<file path="config.mk">
export PLATFORM = sky130hd
export DESIGN_NAME = learning_frame_router
export DESIGN_NICKNAME = d
export VERILOG_FILES = /design/src/rtl/lfr_pkg.sv /design/src/rtl/lfr_table.sv /design/src/rtl/lfr_ctrl.sv /design/src/rtl/learning_frame_router.sv
export SDC_FILE = /design/constraint.sdc
export NUM_CORES = 2
export LEC_CHECK = 0
export BUFFER_PORTS_ARGS = -buffer_cell sky130_fd_sc_hd__clkbuf_2
export CAP_MARGIN = 20
export CORE_ASPECT_RATIO = 0.5
export CORE_MARGIN = 2
export CORE_UTILIZATION = 67
export DETAILED_ROUTE_END_ITERATION = 8
export GPL_TIMING_DRIVEN = 0
export PLACE_DENSITY = 0.87
export SETUP_SLACK_MARGIN = 0.2
export SLEW_MARGIN = 20
export SYNTH_ARGS = -nofsm -noshare
export SYNTH_HDL_FRONTEND = slang
export SYNTH_SLANG_ARGS = --single-unit
</file>
<file path="constraint.sdc">
create_clock -name clk_i -period 19.26 [get_ports clk_i]
set_clock_uncertainty 0.15 [all_clocks]
set_input_delay 0.963 -clock clk_i [delete_from_list [all_inputs] [get_ports clk_i]]
set_output_delay 0.963 -clock clk_i [all_outputs]
set_load 0.02 [all_outputs]
</file>
<file path="src/rtl/lfr_pkg.sv">
// Shared constants, codes, types and the delivery function of the frame router.
// Used by lfr_table, lfr_ctrl and learning_frame_router; depends on nothing.
package lfr_pkg;

  // Sizing of the route table and the link set.
  localparam int ROUTES    = 16;
  localparam int LINKS     = 8;
  localparam int ADDR_BITS = 32;

  localparam int SLOT_W  = (ROUTES > 1) ? $clog2(ROUTES) : 1;
  localparam int ADDR_W  = (ADDR_BITS < 32) ? ADDR_BITS : 32;
  localparam int PADDR_W = 5;

  // Link number that stands for no link at all.
  localparam logic [3:0] NO_LINK = 4'(LINKS);

  typedef enum logic [1:0] {
    OP_RX    = 2'd0,
    OP_SEND  = 2'd1,
    OP_TICK  = 2'd2,
    OP_ROUTE = 2'd3
  } op_e;

  typedef enum logic [1:0] {
    ACT_NONE  = 2'd0,
    ACT_SEND  = 2'd1,
    ACT_LOCAL = 2'd2,
    ACT_DROP  = 2'd3
  } action_e;

  typedef enum logic [2:0] {
    DROP_NONE      = 3'd0,
    DROP_NO_ROUTE  = 3'd1,
    DROP_HOP_LIMIT = 3'd2,
    DROP_LINK_DOWN = 3'd3,
    DROP_TOO_LARGE = 3'd4
  } drop_e;

  typedef enum logic [1:0] {
    RT_OK      = 2'd0,
    RT_BAD_ARG = 2'd1,
    RT_FULL    = 2'd2
  } status_e;

  typedef enum logic [2:0] {
    REG_LOCAL_ADDR   = 3'd0,
    REG_LEARN_ENABLE = 3'd1,
    REG_MAX_HOPS     = 3'd2,
    REG_ROUTE_TTL    = 3'd3,
    REG_DEFAULT_LINK = 3'd4,
    REG_UPLINK_MASK  = 3'd5,
    REG_LINK_COUNT   = 3'd6,
    REG_MTU_BYTES    = 3'd7
  } reg_e;

  // Configuration register file as seen by the sequencer.
  typedef struct packed {
    logic [31:0] local_addr;
    logic        learn_enable;
    logic [7:0]  max_hops;
    logic [31:0] route_ttl_ms;
    logic [3:0]  default_link;
    logic [7:0]  uplink_mask;
    logic [3:0]  link_count;
    logic [9:0]  mtu_bytes;
  } cfg_t;

  // One result item.
  typedef struct packed {
    action_e     action;
    logic [2:0]  out_link;
    logic [7:0]  out_hops;
    drop_e       drop_reason;
    logic        learned;
    logic [3:0]  learned_slot;
    logic        table_full;
    status_e     route_status;
  } res_t;

  // One table entry as read at the scan slot.
  typedef struct packed {
    logic              used;
    logic              is_static;
    logic [ADDR_W-1:0] addr;
    logic [2:0]        link;
    logic [31:0]       seen;
  } tbl_rd_t;

  // Write command to the table, with an enable for each field.
  typedef struct packed {
    logic              wr;
    logic [SLOT_W-1:0] slot;
    logic              wr_used;
    logic              used;
    logic              wr_static;
    logic              is_static;
    logic              wr_addr;
    logic [ADDR_W-1:0] addr;
    logic              wr_link;
    logic [2:0]        link;
    logic              wr_seen;
    logic [31:0]       seen;
  } tbl_wr_t;

  // Sends a frame on the chosen link, or drops it when the link is missing,
  // down, or the payload exceeds the MTU.
  function automatic res_t deliver(input logic [3:0] target, input logic [7:0] hops,
                                   input logic [9:0] len, input logic [7:0] up,
                                   input cfg_t cfg, input res_t base);
    res_t r;
    r = base;
    if (target >= NO_LINK || target >= cfg.link_count) begin
      r.action      = ACT_DROP;
      r.drop_reason = DROP_NO_ROUTE;
    end else if (!up[target[2:0]]) begin
      r.action      = ACT_DROP;
      r.drop_reason = DROP_LINK_DOWN;
    end else if (len > cfg.mtu_bytes) begin
      r.action      = ACT_DROP;
      r.drop_reason = DROP_TOO_LARGE;
    end else begin
      r.action   = ACT_SEND;
      r.out_link = target[2:0];
      r.out_hops = hops;
    end
    return r;
  endfunction

endpackage

</file>
<file path="src/rtl/lfr_table.sv">
// Route table storage: used marks with reset, other fields written before use.
// Read at the scan slot, written through one port; depends on lfr_pkg.
module lfr_table
  import lfr_pkg::*;
(
  input  logic              clk_i,
  input  logic              rst_ni,
  input  logic [SLOT_W-1:0] rd_slot_i,
  output tbl_rd_t           rd_o,
  input  tbl_wr_t           wr_i
);

  logic              used_q   [ROUTES];
  logic              static_q [ROUTES];
  logic [ADDR_W-1:0] addr_q   [ROUTES];
  logic [2:0]        link_q   [ROUTES];
  logic [31:0]       seen_q   [ROUTES];

  // Used marks clear at reset so the table starts empty.
  always_ff @(posedge clk_i or negedge rst_ni) begin
    if (!rst_ni) begin
      for (int i = 0; i < ROUTES; i++) used_q[i] <= 1'b0;
    end else if (wr_i.wr && wr_i.wr_used) begin
      used_q[wr_i.slot] <= wr_i.used;
    end
  end

  // Entry contents are only read behind a set used mark.
  always_ff @(posedge clk_i) begin
    if (wr_i.wr) begin
      if (wr_i.wr_static) static_q[wr_i.slot] <= wr_i.is_static;
      if (wr_i.wr_addr)   addr_q[wr_i.slot]   <= wr_i.addr;
      if (wr_i.wr_link)   link_q[wr_i.slot]   <= wr_i.link;
      if (wr_i.wr_seen)   seen_q[wr_i.slot]   <= wr_i.seen;
    end
  end

  // Single read at the slot under scan.
  always_comb begin
    rd_o.used      = used_q[rd_slot_i];
    rd_o.is_static = static_q[rd_slot_i];
    rd_o.addr      = addr_q[rd_slot_i];
    rd_o.link      = link_q[rd_slot_i];
    rd_o.seen      = seen_q[rd_slot_i];
  end

endmodule

</file>
<file path="src/rtl/lfr_ctrl.sv">
// Sequencer of the frame router: scans the table one slot a cycle through one
// compare and age unit, then forms the result and the table update; uses lfr_pkg.
module lfr_ctrl
  import lfr_pkg::*;
(
  input  logic              clk_i,
  input  logic              rst_ni,
  input  cfg_t              cfg_i,
  input  logic              in_valid_i,
  output logic              in_ready_o,
  input  logic [1:0]        op_i,
  input  logic [31:0]       dest_addr_i,
  input  logic [2:0]        ingress_link_i,
  input  logic [7:0]        hop_count_i,
  input  logic              upstream_i,
  input  logic [9:0]        payload_len_i,
  input  logic [31:0]       now_ms_i,
  input  logic [7:0]        links_up_i,
  input  logic [3:0]        route_link_i,
  output logic              res_valid_o,
  input  logic              res_ready_i,
  output res_t              res_o,
  output logic [SLOT_W-1:0] rd_slot_o,
  input  tbl_rd_t           rd_i,
  output tbl_wr_t           wr_o
);

  typedef enum logic [2:0] {
    ST_IDLE = 3'b001,
    ST_SCAN = 3'b010,
    ST_DONE = 3'b100
  } state_e;

  state_e            state_q, state_d;
  logic [SLOT_W-1:0] idx_q;
  logic              accept;
  logic              last;

  // Latched item.
  op_e               op_q;
  logic [ADDR_W-1:0] addr_q;
  logic [2:0]        ingress_q;
  logic [7:0]        hops_q;
  logic              upstream_q;
  logic [9:0]        len_q;
  logic [31:0]       now_q;
  logic [7:0]        up_q;
  logic [3:0]        rlink_q;

  // Scan findings.
  logic              match_q;
  logic [SLOT_W-1:0] match_slot_q;
  logic              match_static_q;
  logic [2:0]        match_link_q;
  logic              free_q;
  logic [SLOT_W-1:0] free_slot_q;

  // Shared compare unit.
  logic              hit;
  logic [31:0]       age;
  logic              expired;

  // Finishing logic.
  logic              hop_drop;
  logic              is_local;
  logic              learn_ok;
  logic [3:0]        target;
  logic [3:0]        ingress_ext;
  res_t              base;

  assign accept      = in_valid_i && in_ready_o;
  assign in_ready_o  = (state_q == ST_IDLE);
  assign res_valid_o = (state_q == ST_DONE);
  assign last        = (idx_q == SLOT_W'(ROUTES - 1));
  assign rd_slot_o   = idx_q;
  assign ingress_ext = {1'b0, ingress_q};

  // Address match and age check of the slot under scan.
  assign hit     = rd_i.used && (rd_i.addr == addr_q);
  assign age     = now_q - rd_i.seen;
  assign expired = age > cfg_i.route_ttl_ms;

  // Sequencer: idle, one table slot a cycle, then result hand-off.
  always_comb begin
    state_d = state_q;
    unique case (state_q)
      ST_IDLE: if (accept) state_d = ST_SCAN;
      ST_SCAN: if (last) state_d = ST_DONE;
      ST_DONE: if (res_ready_i) state_d = ST_IDLE;
      default: state_d = ST_IDLE;
    endcase
  end

  always_ff @(posedge clk_i or negedge rst_ni) begin
    if (!rst_ni) begin
      state_q <= ST_IDLE;
      idx_q   <= '0;
      match_q <= 1'b0;
      free_q  <= 1'b0;
    end else begin
      state_q <= state_d;
      if (accept) begin
        idx_q   <= '0;
        match_q <= 1'b0;
        free_q  <= 1'b0;
      end else if (state_q == ST_SCAN) begin
        if (!last) idx_q <= idx_q + 1'b1;
        if (hit && !match_q) match_q <= 1'b1;
        if (!rd_i.used && !free_q) free_q <= 1'b1;
      end
    end
  end

  // First matching and first free slot, kept with the entry fields needed later.
  always_ff @(posedge clk_i) begin
    if (state_q == ST_SCAN) begin
      if (hit && !match_q) begin
        match_slot_q   <= idx_q;
        match_static_q <= rd_i.is_static;
        match_link_q   <= rd_i.link;
      end
      if (!rd_i.used && !free_q) free_slot_q <= idx_q;
    end
  end

  // Item fields captured at acceptance.
  always_ff @(posedge clk_i) begin
    if (accept) begin
      op_q       <= op_e'(op_i);
      addr_q     <= dest_addr_i[ADDR_W-1:0];
      ingress_q  <= ingress_link_i;
      hops_q     <= hop_count_i;
      upstream_q <= upstream_i;
      len_q      <= payload_len_i;
      now_q      <= now_ms_i;
      up_q       <= links_up_i;
      rlink_q    <= route_link_i;
    end
  end

  // Receive-side conditions.
  assign hop_drop = hops_q > cfg_i.max_hops;
  assign is_local = (cfg_i.local_addr[ADDR_W-1:0] != '0) &&
                    (addr_q == cfg_i.local_addr[ADDR_W-1:0]);
  assign learn_ok = (op_q == OP_RX) && !hop_drop && cfg_i.learn_enable && upstream_q &&
                    !is_local && (ingress_ext < NO_LINK) &&
                    (ingress_ext < cfg_i.link_count) &&
                    !cfg_i.uplink_mask[ingress_q] && (addr_q != '0);

  // Result and table update of the finished item; ageing writes during the scan.
  always_comb begin
    base   = '0;
    res_o  = '0;
    wr_o   = '0;
    target = NO_LINK;

    if (state_q == ST_SCAN && op_q == OP_TICK && cfg_i.route_ttl_ms != '0 &&
        rd_i.used && !rd_i.is_static && expired) begin
      wr_o.wr      = 1'b1;
      wr_o.slot    = idx_q;
      wr_o.wr_used = 1'b1;
      wr_o.used    = 1'b0;
    end

    case (op_q)
      OP_RX: begin
        if (hop_drop) begin
          res_o.action      = ACT_DROP;
          res_o.drop_reason = DROP_HOP_LIMIT;
        end else begin
          // Learning from upstream traffic.
          if (learn_ok) begin
            if (match_q) begin
              wr_o.slot    = match_slot_q;
              wr_o.wr_seen = 1'b1;
              wr_o.seen    = now_q;
              wr_o.wr_link = !match_static_q;
              wr_o.link    = ingress_q;
            end else if (free_q) begin
              wr_o.slot      = free_slot_q;
              wr_o.wr_used   = 1'b1;
              wr_o.used      = 1'b1;
              wr_o.wr_static = 1'b1;
              wr_o.is_static = 1'b0;
              wr_o.wr_addr   = 1'b1;
              wr_o.addr      = addr_q;
              wr_o.wr_link   = 1'b1;
              wr_o.link      = ingress_q;
              wr_o.wr_seen   = 1'b1;
              wr_o.seen      = now_q;
              base.learned      = 1'b1;
              base.learned_slot = 4'(free_slot_q);
            end else begin
              base.table_full = 1'b1;
            end
          end
          // Route lookup sees the table as left by learning.
          if (match_q) begin
            target = {1'b0, (learn_ok && !match_static_q) ? ingress_q : match_link_q};
          end else if (learn_ok && free_q) begin
            target = ingress_ext;
          end
          if (target == ingress_ext) target = NO_LINK;
          if (target == NO_LINK && cfg_i.default_link != ingress_ext) begin
            target = cfg_i.default_link;
          end
          if (is_local) begin
            res_o        = base;
            res_o.action = ACT_LOCAL;
          end else if (target == NO_LINK) begin
            res_o             = base;
            res_o.action      = ACT_DROP;
            res_o.drop_reason = DROP_NO_ROUTE;
          end else begin
            res_o = deliver(target, hops_q + 8'd1, len_q, up_q, cfg_i, base);
          end
        end
      end
      OP_SEND: begin
        target = match_q ? {1'b0, match_link_q} : cfg_i.default_link;
        res_o  = deliver(target, 8'd0, len_q, up_q, cfg_i, base);
      end
      OP_TICK: begin
        res_o = base;
      end
      default: begin
        // Static route insertion or update.
        if (addr_q == '0 || rlink_q >= NO_LINK || rlink_q >= cfg_i.link_count) begin
          res_o.route_status = RT_BAD_ARG;
        end else if (match_q) begin
          wr_o.slot      = match_slot_q;
          wr_o.wr_link   = 1'b1;
          wr_o.link      = rlink_q[2:0];
          wr_o.wr_static = 1'b1;
          wr_o.is_static = 1'b1;
        end else if (free_q) begin
          wr_o.slot      = free_slot_q;
          wr_o.wr_used   = 1'b1;
          wr_o.used      = 1'b1;
          wr_o.wr_addr   = 1'b1;
          wr_o.addr      = addr_q;
          wr_o.wr_link   = 1'b1;
          wr_o.link      = rlink_q[2:0];
          wr_o.wr_static = 1'b1;
          wr_o.is_static = 1'b1;
        end else begin
          res_o.table_full   = 1'b1;
          res_o.route_status = RT_FULL;
        end
      end
    endcase

    // Finishing writes happen once, in the cycle the result is handed over.
    if (state_q == ST_DONE && res_ready_i &&
        (wr_o.wr_used || wr_o.wr_static || wr_o.wr_addr || wr_o.wr_link || wr_o.wr_seen)) begin
      wr_o.wr = 1'b1;
    end
  end

  // The table is only written while ageing during a scan or when an item finishes.
  assert property (@(posedge clk_i) disable iff (!rst_ni)
    wr_o.wr |-> ((state_q == ST_DONE) && res_ready_i) ||
                ((state_q == ST_SCAN) && (op_q == OP_TICK)))
    else $error("table written outside its windows");

  // A new route is only reported when the scan found no existing one.
  assert property (@(posedge clk_i) disable iff (!rst_ni)
    (res_valid_o && res_o.learned) |-> (op_q == OP_RX) && !match_q && free_q)
    else $error("learned reported with a matching route present");

  // An accepted item always starts its scan at the first slot.
  assert property (@(posedge clk_i) disable iff (!rst_ni)
    accept |=> (state_q == ST_SCAN) && (idx_q == '0) && !match_q && !free_q)
    else $error("scan did not restart on a new item");

endmodule

</file>
<file path="src/rtl/learning_frame_router.sv">
// Frame router with a learned route table. After acceptance an item scans
// the table one slot per cycle through the single address compare and age
// unit, then finishes with a valid result; one item is handled at a time.
// The next item is taken while a result waits in the output register.
// Reset clears the route table's used marks and loads the register defaults.
// Depends on lfr_pkg, lfr_table and lfr_ctrl.
module learning_frame_router
  import lfr_pkg::*;
(
  input  logic               clk_i,
  input  logic               rst_ni,
  // Configuration port
  input  logic               psel,
  input  logic               penable,
  input  logic               pwrite,
  input  logic [PADDR_W-1:0] paddr,
  input  logic [31:0]        pwdata,
  output logic [31:0]        prdata,
  output logic               pready,
  // Input items
  input  logic               in_valid_i,
  output logic               in_ready_o,
  input  logic [1:0]         op_i,
  input  logic [31:0]        dest_addr_i,
  input  logic [2:0]         ingress_link_i,
  input  logic [7:0]         hop_count_i,
  input  logic               upstream_i,
  input  logic [9:0]         payload_len_i,
  input  logic [31:0]        now_ms_i,
  input  logic [7:0]         links_up_i,
  input  logic [3:0]         route_link_i,
  // Result items
  output logic               out_valid_o,
  input  logic               out_ready_i,
  output logic [1:0]         action_o,
  output logic [2:0]         out_link_o,
  output logic [7:0]         out_hops_o,
  output logic [2:0]         drop_reason_o,
  output logic               learned_o,
  output logic [3:0]         learned_slot_o,
  output logic               table_full_o,
  output logic [1:0]         route_status_o
);

  cfg_t              cfg_q;
  reg_e              reg_idx;
  logic              cfg_wr;
  logic              res_valid;
  logic              res_ready;
  res_t              res;
  res_t              res_q;
  logic              out_valid_q;
  logic [SLOT_W-1:0] rd_slot;
  tbl_rd_t           rd;
  tbl_wr_t           wr;

  assign pready  = 1'b1;
  assign reg_idx = reg_e'(paddr[PADDR_W-1:2]);
  assign cfg_wr  = psel && penable && pwrite && pready;

  // Configuration registers.
  always_ff @(posedge clk_i or negedge rst_ni) begin
    if (!rst_ni) begin
      cfg_q.local_addr   <= '0;
      cfg_q.learn_enable <= 1'b1;
      cfg_q.max_hops     <= 8'd8;
      cfg_q.route_ttl_ms <= '0;
      cfg_q.default_link <= NO_LINK;
      cfg_q.uplink_mask  <= '0;
      cfg_q.link_count   <= 4'(LINKS);
      cfg_q.mtu_bytes    <= 10'd1023;
    end else if (cfg_wr) begin
      unique case (reg_idx)
        REG_LOCAL_ADDR:   cfg_q.local_addr   <= pwdata;
        REG_LEARN_ENABLE: cfg_q.learn_enable <= pwdata[0];
        REG_MAX_HOPS:     cfg_q.max_hops     <= pwdata[7:0];
        REG_ROUTE_TTL:    cfg_q.route_ttl_ms <= pwdata;
        REG_DEFAULT_LINK: cfg_q.default_link <= pwdata[3:0];
        REG_UPLINK_MASK:  cfg_q.uplink_mask  <= pwdata[7:0];
        REG_LINK_COUNT:   cfg_q.link_count   <= pwdata[3:0];
        REG_MTU_BYTES:    cfg_q.mtu_bytes    <= pwdata[9:0];
        default: ;
      endcase
    end
  end

  // Register read-back.
  always_comb begin
    prdata = '0;
    unique case (reg_idx)
      REG_LOCAL_ADDR:   prdata = cfg_q.local_addr;
      REG_LEARN_ENABLE: prdata = 32'(cfg_q.learn_enable);
      REG_MAX_HOPS:     prdata = 32'(cfg_q.max_hops);
      REG_ROUTE_TTL:    prdata = cfg_q.route_ttl_ms;
      REG_DEFAULT_LINK: prdata = 32'(cfg_q.default_link);
      REG_UPLINK_MASK:  prdata = 32'(cfg_q.uplink_mask);
      REG_LINK_COUNT:   prdata = 32'(cfg_q.link_count);
      REG_MTU_BYTES:    prdata = 32'(cfg_q.mtu_bytes);
      default:          prdata = '0;
    endcase
  end

  lfr_table u_table (
    .clk_i     (clk_i),
    .rst_ni    (rst_ni),
    .rd_slot_i (rd_slot),
    .rd_o      (rd),
    .wr_i      (wr)
  );

  lfr_ctrl u_ctrl (
    .clk_i          (clk_i),
    .rst_ni         (rst_ni),
    .cfg_i          (cfg_q),
    .in_valid_i     (in_valid_i),
    .in_ready_o     (in_ready_o),
    .op_i           (op_i),
    .dest_addr_i    (dest_addr_i),
    .ingress_link_i (ingress_link_i),
    .hop_count_i    (hop_count_i),
    .upstream_i     (upstream_i),
    .payload_len_i  (payload_len_i),
    .now_ms_i       (now_ms_i),
    .links_up_i     (links_up_i),
    .route_link_i   (route_link_i),
    .res_valid_o    (res_valid),
    .res_ready_i    (res_ready),
    .res_o          (res),
    .rd_slot_o      (rd_slot),
    .rd_i           (rd),
    .wr_o           (wr)
  );

  // Output register: takes a new result when empty or being emptied.
  assign res_ready = !out_valid_q || out_ready_i;

  always_ff @(posedge clk_i or negedge rst_ni) begin
    if (!rst_ni) begin
      out_valid_q <= 1'b0;
    end else if (res_valid && res_ready) begin
      out_valid_q <= 1'b1;
    end else if (out_ready_i) begin
      out_valid_q <= 1'b0;
    end
  end

  always_ff @(posedge clk_i) begin
    if (res_valid && res_ready) res_q <= res;
  end

  assign out_valid_o    = out_valid_q;
  assign action_o       = res_q.action;
  assign out_link_o     = res_q.out_link;
  assign out_hops_o     = res_q.out_hops;
  assign drop_reason_o  = res_q.drop_reason;
  assign learned_o      = res_q.learned;
  assign learned_slot_o = res_q.learned_slot;
  assign table_full_o   = res_q.table_full;
  assign route_status_o = res_q.route_status;

endmodule
</file>
# Word-level counts from Yosys, hierarchy flattened
# Memory sizes are Yosys's and may differ from the RTL's. A register that Yosys moved wholly into a read port is not among the register bits.
# Cells that the tools add are included.
# W data, S select, Z words.
# totals
reg_bits,258
mem_bits_rw,1088
out_inout_bits,59
wordCells,269
n_memories,4
# mem_list
memory,depth,word_bits,read_ports,rd_ports_with_merged_regs,write_ports,line_no,source
u_table.addr_q,16,32,1,0,1,lfr_table.sv:15,logic [ADDR_W-1:0] addr_q [ROUTES];
u_table.seen_q,16,32,1,0,1,lfr_table.sv:17,logic [31:0] seen_q [ROUTES];
u_table.link_q,16,3,1,1,1,lfr_table.sv:16,logic [2:0] link_q [ROUTES];
u_table.static_q,16,1,1,0,1,lfr_table.sv:14,logic static_q [ROUTES];
# classes
addsub,3
magnitude_cmp,17
n_eq_ne,23
muxes,101
bitwise_logic,2
reduce_logical,70
# op_table
cell,n
$pmux W32 S8,1
$mux W78,3
$reduce_bool A32 Y1,3
$mux W45,2
$pmux W45 S2,1
$mux W11,7
$mux W37,2
$mux W4,17
$mux W33,2
$eq A32 B32 Y1,2
$mux W24,2
$pmux W21 S2,1
$mux W3,12
$gt A32 B32 Y1,1
$logic_not A32 Y1,1
$sub A32 B32 Y32,1
$mux W1,29
$logic_and A1 B1 Y1,27
$reduce_and A2 Y1,13
$mux W2,9
$bwmux W16,1
$lt A3 B4 Y1 const B,4
$eq A3 B3 Y1 const B,5
$eq A4 B4 Y1 const B,3
other kinds (34),67

# Logic depth before layout (Yosys ltp)
# logic_depth
depth_word,32
depth_mapped,36
mapped_depth_nobuf,26

# Cells and area by module
# From an unflattened synthesis, not the netlist that was laid out.
# hier_totals
hier_cells,3120
area_unflattened_um2,56683.1
# modules_own_cells
module,instances,cells_per_inst,area_per_inst_um2
lfr_table,1,1811,41816.4
lfr_ctrl,1,965,9492.9
learning_frame_router,1,344,5373.9

# Least setup slack after synthesis
# OpenSTA, ideal clock, no wires.
# synth_path
kind,reg2reg
start,register u_ctrl.idx_q[0] (netlist: u_ctrl.rd_slot_o[0])
end,memory u_table.seen_q[14][0] (enable)
t_arrival_ns,10.333
t_required_ns,18.649
setup_slack_ns,8.316
stages_incl_launch_ff,34
n_path_buf,9
cell_sequence,dfrtp_1 -> buf_6 -> buf_2 -> buf_2 -> buf_2 -> buf_2 -> clkbuf_1 -> buf_1 -> mux4_2 -> mux4_2 -> inv_1 -> ha_1 -> a21oi_1 -> nor3b_1 -> nand3_1 -> a2111oi_0 -> o21ai_0 -> a31oi_1 -> a21oi_1 -> a21oi_1 -> o21ai_0 -> xor2_1 -> ha_1 -> a211oi_1 -> o21ai_0 -> a2111o_1 -> a21oi_1 -> o21ai_0 -> o21ai_2 -> o31a_1 -> clkbuf_1 -> or3b_1 -> buf_6 -> nor3_1
# synth_between
elab_chain_cells,21
# synth_rtl
element,line_no,source
from (decl),lfr_ctrl.sv:35,logic [SLOT_W-1:0] idx_q;
from (signal assigned),lfr_ctrl.sv:107,if (!last) idx_q <= idx_q + 1'b1;
"parallel branches: the longest is 7 deep, another holds $mem_v2 Z16 W32",-,
$mux W7 *,lfr_ctrl.sv:157,if (state_q == ST_SCAN && op_q == OP_TICK && cfg_i.route_ttl_ms != '0 &&
$mux W78,lfr_ctrl.sv:179,end else if (free_q) begin
$mux W37,lfr_ctrl.sv:173,if (match_q) begin
$mux W78,lfr_ctrl.sv:172,if (learn_ok) begin
$mux W78,lfr_ctrl.sv:167,if (hop_drop) begin
$pmux W45 S2,lfr_ctrl.sv:165,case (op_q)
$logic_or A1 B1 Y1 (4 in series),lfr_ctrl.sv:255,(wr_o.wr_used || wr_o.wr_static || wr_o.wr_addr || wr_o.wr_link || wr_o.wr_seen)) begin
$logic_and A1 B1 Y1,lfr_ctrl.sv:254,if (state_q == ST_DONE && res_ready_i &&
$mux W1,lfr_ctrl.sv:254,
$mux W1,lfr_table.sv:30,if (wr_i.wr) begin
$mux W1 (implied by the code),lfr_table.sv:34,if (wr_i.wr_seen) seen_q[wr_i.slot] <= wr_i.seen;
to (decl),lfr_table.sv:17,
# Every way passes the cells marked *. The select of a mux whose other input is x is not followed.

# Worst setup path in the final report
# layout_path
start,register u_ctrl.idx_q[1] (netlist: u_ctrl.rd_slot_o[1])
end,memory u_table.addr_q[1][10] (netlist name) (enable)
# layout_between
elab_chain_cells,21
# layout_rtl
element,line_no,source
"parallel branches: the longest is 7 deep, another holds $mem_v2 Z16 W32",-,
$mux W7 *,lfr_ctrl.sv:157,
$mux W78,lfr_ctrl.sv:179,
$mux W37,lfr_ctrl.sv:173,
$mux W78,lfr_ctrl.sv:172,
$mux W78,lfr_ctrl.sv:167,
$pmux W45 S2,lfr_ctrl.sv:165,
$logic_or A1 B1 Y1 (4 in series),lfr_ctrl.sv:255,
$logic_and A1 B1 Y1,lfr_ctrl.sv:254,
$mux W1,lfr_ctrl.sv:254,
$mux W1,lfr_table.sv:30,
$mux W1 (implied by the code),lfr_table.sv:32,if (wr_i.wr_addr) addr_q[wr_i.slot] <= wr_i.addr;
to (decl),lfr_table.sv:15,
# Marked as above.

==> results.json <==
{
  "critical_path_required_ns": 19.54,
  "port_buffers": 199,
  "drc": 2,
  "synthToLayoutAreaGrowth_pct": 13.3,
  "placed_cell_area_um2": 60800,
  "die_w_um": 415,
  "cts.repair.resized": 0,
  "cts_buffer_depth": 3,
  "stdcell_count": 4706,
  "p_comb_share_pct": 20.6,
  "detail_route.wirelength_um": 162000,
  "synth_top_area_share_pct": 64.8,
  "syn_avg_cell_area_um2": 18.3,
  "p_total_mw": 7.13,
  "cpMostUsedCell": "clkbuf_1",
  "gr-total-overflow": 0,
  "first_iter_violations": 5720,
  "critPathLaunchType": "register",
  "status": "finished with violations",
  "synth_cell_types": 79,
  "p_leak_nw": 22.2,
  "fp.dieH_um": 210,
  "antenna_found_initial": 9,
  "syn_nets": 3339,
  "slew_violations": 0,
  "final_common_cell": "edfxtp_1",
  "cts_buffers": 110,
  "synth-seq-cells": 1349,
  "cts_hold_buf": 0,
  "drv_cap": 0,
  "finalHoldViolCount": 0,
  "cts-root-buf": "clkbuf_16",
  "cts.clk_slew.worst_paths_ns": 0.08,
  "clock_latency_ns": 0.75,
  "fin_crit_sh_pct": 76.6,
  "cts.sinks": 1349,
  "h-tree-depth": 3,
  "wire_per_inst_um": 34.4,
  "synthCells": 3092,
  "synth_top_area_cell": "edfxtp_1",
  "drive_gt1_share_pct": 26.2,
  "power.share.switching_pct": 29.7,
  "synth_area_leaders": "edfxtp_1, mux4_2, dfrtp_1, ha_1, xor2_1",
  "final_cell_area_um2": 64300,
  "power_frac_seq_pct": 48.3,
  "arrival_ns": 15.03,
  "die-area_um2": 87100,
  "final_cell_mix": "edfxtp_1, mux4_2, clkbuf_2, clkbuf_1",
  "drtPass1Iterations": 9,
  "yosysSeqAreaShare_pct": 70.4,
  "netlist_area_um2": 56700,
  "critPathMaxStageDelay_ns": 0.90,
  "max_freq_mhz": 67.8,
  "track_usage_pct": 37.9,
  "drt-vias-per-instance": 7.26,
  "criticalPathCategory": "register to register",
  "min_path_type": "input port to async pin",
  "ys.flop_type": "edfxtp_1",
  "critical-path-slowest-cell": "clkbuf_1",
  "violations": "DRC",
  "tritoncts": "built",
  "gp_congestion": 0.982,
  "grt_pass1_vias": 34700,
  "nets": 3737,
  "hpwl_um": 105000,
  "grt_max_degree": 70,
  "rsz0062_at_grt": "false",
  "start_util_pct": 67.7,
  "max_slew_margin_pct": 19.2,
  "final.setup.tns_ns": 0,
  "vias": 34200,
  "power_frac_clock_pct": 31.1,
  "power_density_nw_per_um2": 111,
  "end_kind": "register",
  "fin_crit_ns": 14.75,
  "grt_pass1_wl_um": 235000,
  "yosys_warnings": 0,
  "synth_edf_count": 1224,
  "antenna_left": 0,
  "rows": 75,
  "coreArea_um2": 83800,
  "synth-async-reset-ratio_pct": 9.27,
  "crit_buf_inv": 10,
  "setup_violations": 0,
  "crit_family": "buffers and inverters",
  "cts_setup_buffers": 0,
  "intPower_mw": 5.02,
  "path_max_fanout": 17,
  "p_sw_mw": 2.12,
  "ios": 203,
  "placed_cells": 4492,
  "worst_slew_pin_slew_ns": 1.21,
  "ir_drop_mv": 0.0897
}
==> cell usage after synthesis, types with 7 or more instances <==
cell type / instances
nand3_1: 27
xor2_1: 71
dfrtp_1: 110
a21oi_1: 68
a21o_1: 27
xnor2_1: 34
a211oi_1: 12
or2_2: 12
nor2_1: 107
and3_1: 8
mux2_2: 51
mux2i_1: 15
nor2b_1: 17
o31ai_1: 13
nand2b_1: 16
mux4_2: 344
nand2_1: 104
dfstp_2: 15
a22o_1: 28
o21ai_0: 100
ha_1: 102
edfxtp_1: 1224
nor3_1: 44
clkbuf_1: 92
nor4_1: 47
o21a_1: 7
and2_1: 79
inv_1: 109
buf_1: 31
or3_1: 10
buf_2: 9
a221oi_1: 8
o211ai_1: 10
nand4_1: 27
==> logic make-up (layout without fill, tap and decap cells) <==
kind of cell / Yosys count / count (layout) / synth area share [%]
DFF: 1349 / 1349 / 70.4
and+or+nand+nor: 519 / 519 / 4.69
muxes: 415 / 415 / 15.2
AOI/OAI and AO/OA: 353 / 353 / 4.17
buffers and inverters: 247 / 735 / 1.70
xor gates and xnor gates: 105 / 105 / 1.62
adders and majority gates: 103 / 103 / 2.29
other: 1 / 11 / 0.00661
==> worst reg2reg max path, delay by kind of cell, from the launching register on <==
kind	cells	cell delay (ns)
buf+inv	10	5.85
compound gates	14	4.36
simple gates	5	2.01
mux	2	0.92
fa+ha+maj	2	0.61
flops	1	0.39
xor+xnor	1	0.18
==> routing by layer <==
layer  vias to the layer above  wire length (um)  track usage, %
li1                      13300                 -               -
met1                     17000             54200            48.8
met2                      3134             77100            60.2
met3                       709             20400            10.0
met4                         4             10300            20.7
met5                         -                81               0
==> per-stage QoR <==
stage | worst slack, ns | hold slack (ns) | util (%)
after floorplan | 8.32 | 0.290 | -
after global placement | 1.65 | 0.321 | 70.5
after detailed placement | 5.12 | 0.323 | 72.5
after CTS | 4.89 | 0.0365 | 76.6
after global routing | 3.94 | 0.0770 | 76.7
final | 4.51 | 0.0577 | 76.7
==> registers in the layout (all words and copies together) (netlist names), 10 cells and up <==
| name | cells |
|---|---|
| u_ctrl.now_q | 32 |
| u_table.addr_q | 512 |
| u_ctrl.addr_q | 32 |
| u_table.static_q | 16 |
| u_ctrl.len_q | 10 |
| u_table.seen_q | 512 |
| u_table.link_q | 48 |
| u_table.used_q | 16 |
| cfg_q | 99 |
==> path summary, 6_finish.rpt <==
check,from,to,slack [ns],cells past startpoint
max in group asynchronous,rst_ni,cfg_q[92]$_DFFE_PN0P_,18.17,2
hold reg to reg,u_ctrl.rd_slot_o[3]$_DFFE_PN0P_,u_ctrl.match_slot_q[3]$_DFFE_PP_,0.34,0
setup / recovery,u_ctrl.rd_slot_o[1]$_DFFE_PN0P_,u_table.addr_q[1][10]$_DFFE_PP_,4.51,34
setup reg to reg,u_ctrl.rd_slot_o[1]$_DFFE_PN0P_,u_table.addr_q[1][10]$_DFFE_PP_,4.51,34
hold / removal,rst_ni,cfg_q[24]$_DFFE_PN0P_,0.06,1
min in group clk_i,links_up_i[6],u_ctrl.up_q[6]$_DFFE_PP_,0.24,1
==> power by group through the flow <==
| stage | Clock [mW] | Combinational, mW | Sequential (mW) |
|---|---|---|---|
| after detailed placement | 0 | 1.40 | 3.49 |
| after floorplan | 0 | 0.952 | 3.43 |
| after CTS | 2.22 | 1.44 | 3.43 |
| after global routing | 2.31 | 1.55 | 3.44 |
| final | 2.22 | 1.47 | 3.44 |
| after global placement | 0 | 1.31 | 3.50 |
==> final cells by class <==
cell class	instances	area, um^2
clock buffer	145	2960
fill	4171	19500
inverter	111	417
tap	1116	1400
antenna	10	25.0
multi-input combinational	1496	16100
sequential	1349	39900
clock inverter	57	473
timing repair buffer	286	2440
buffer	136	571
Note: power is estimated with default switching activity, not from simulation.
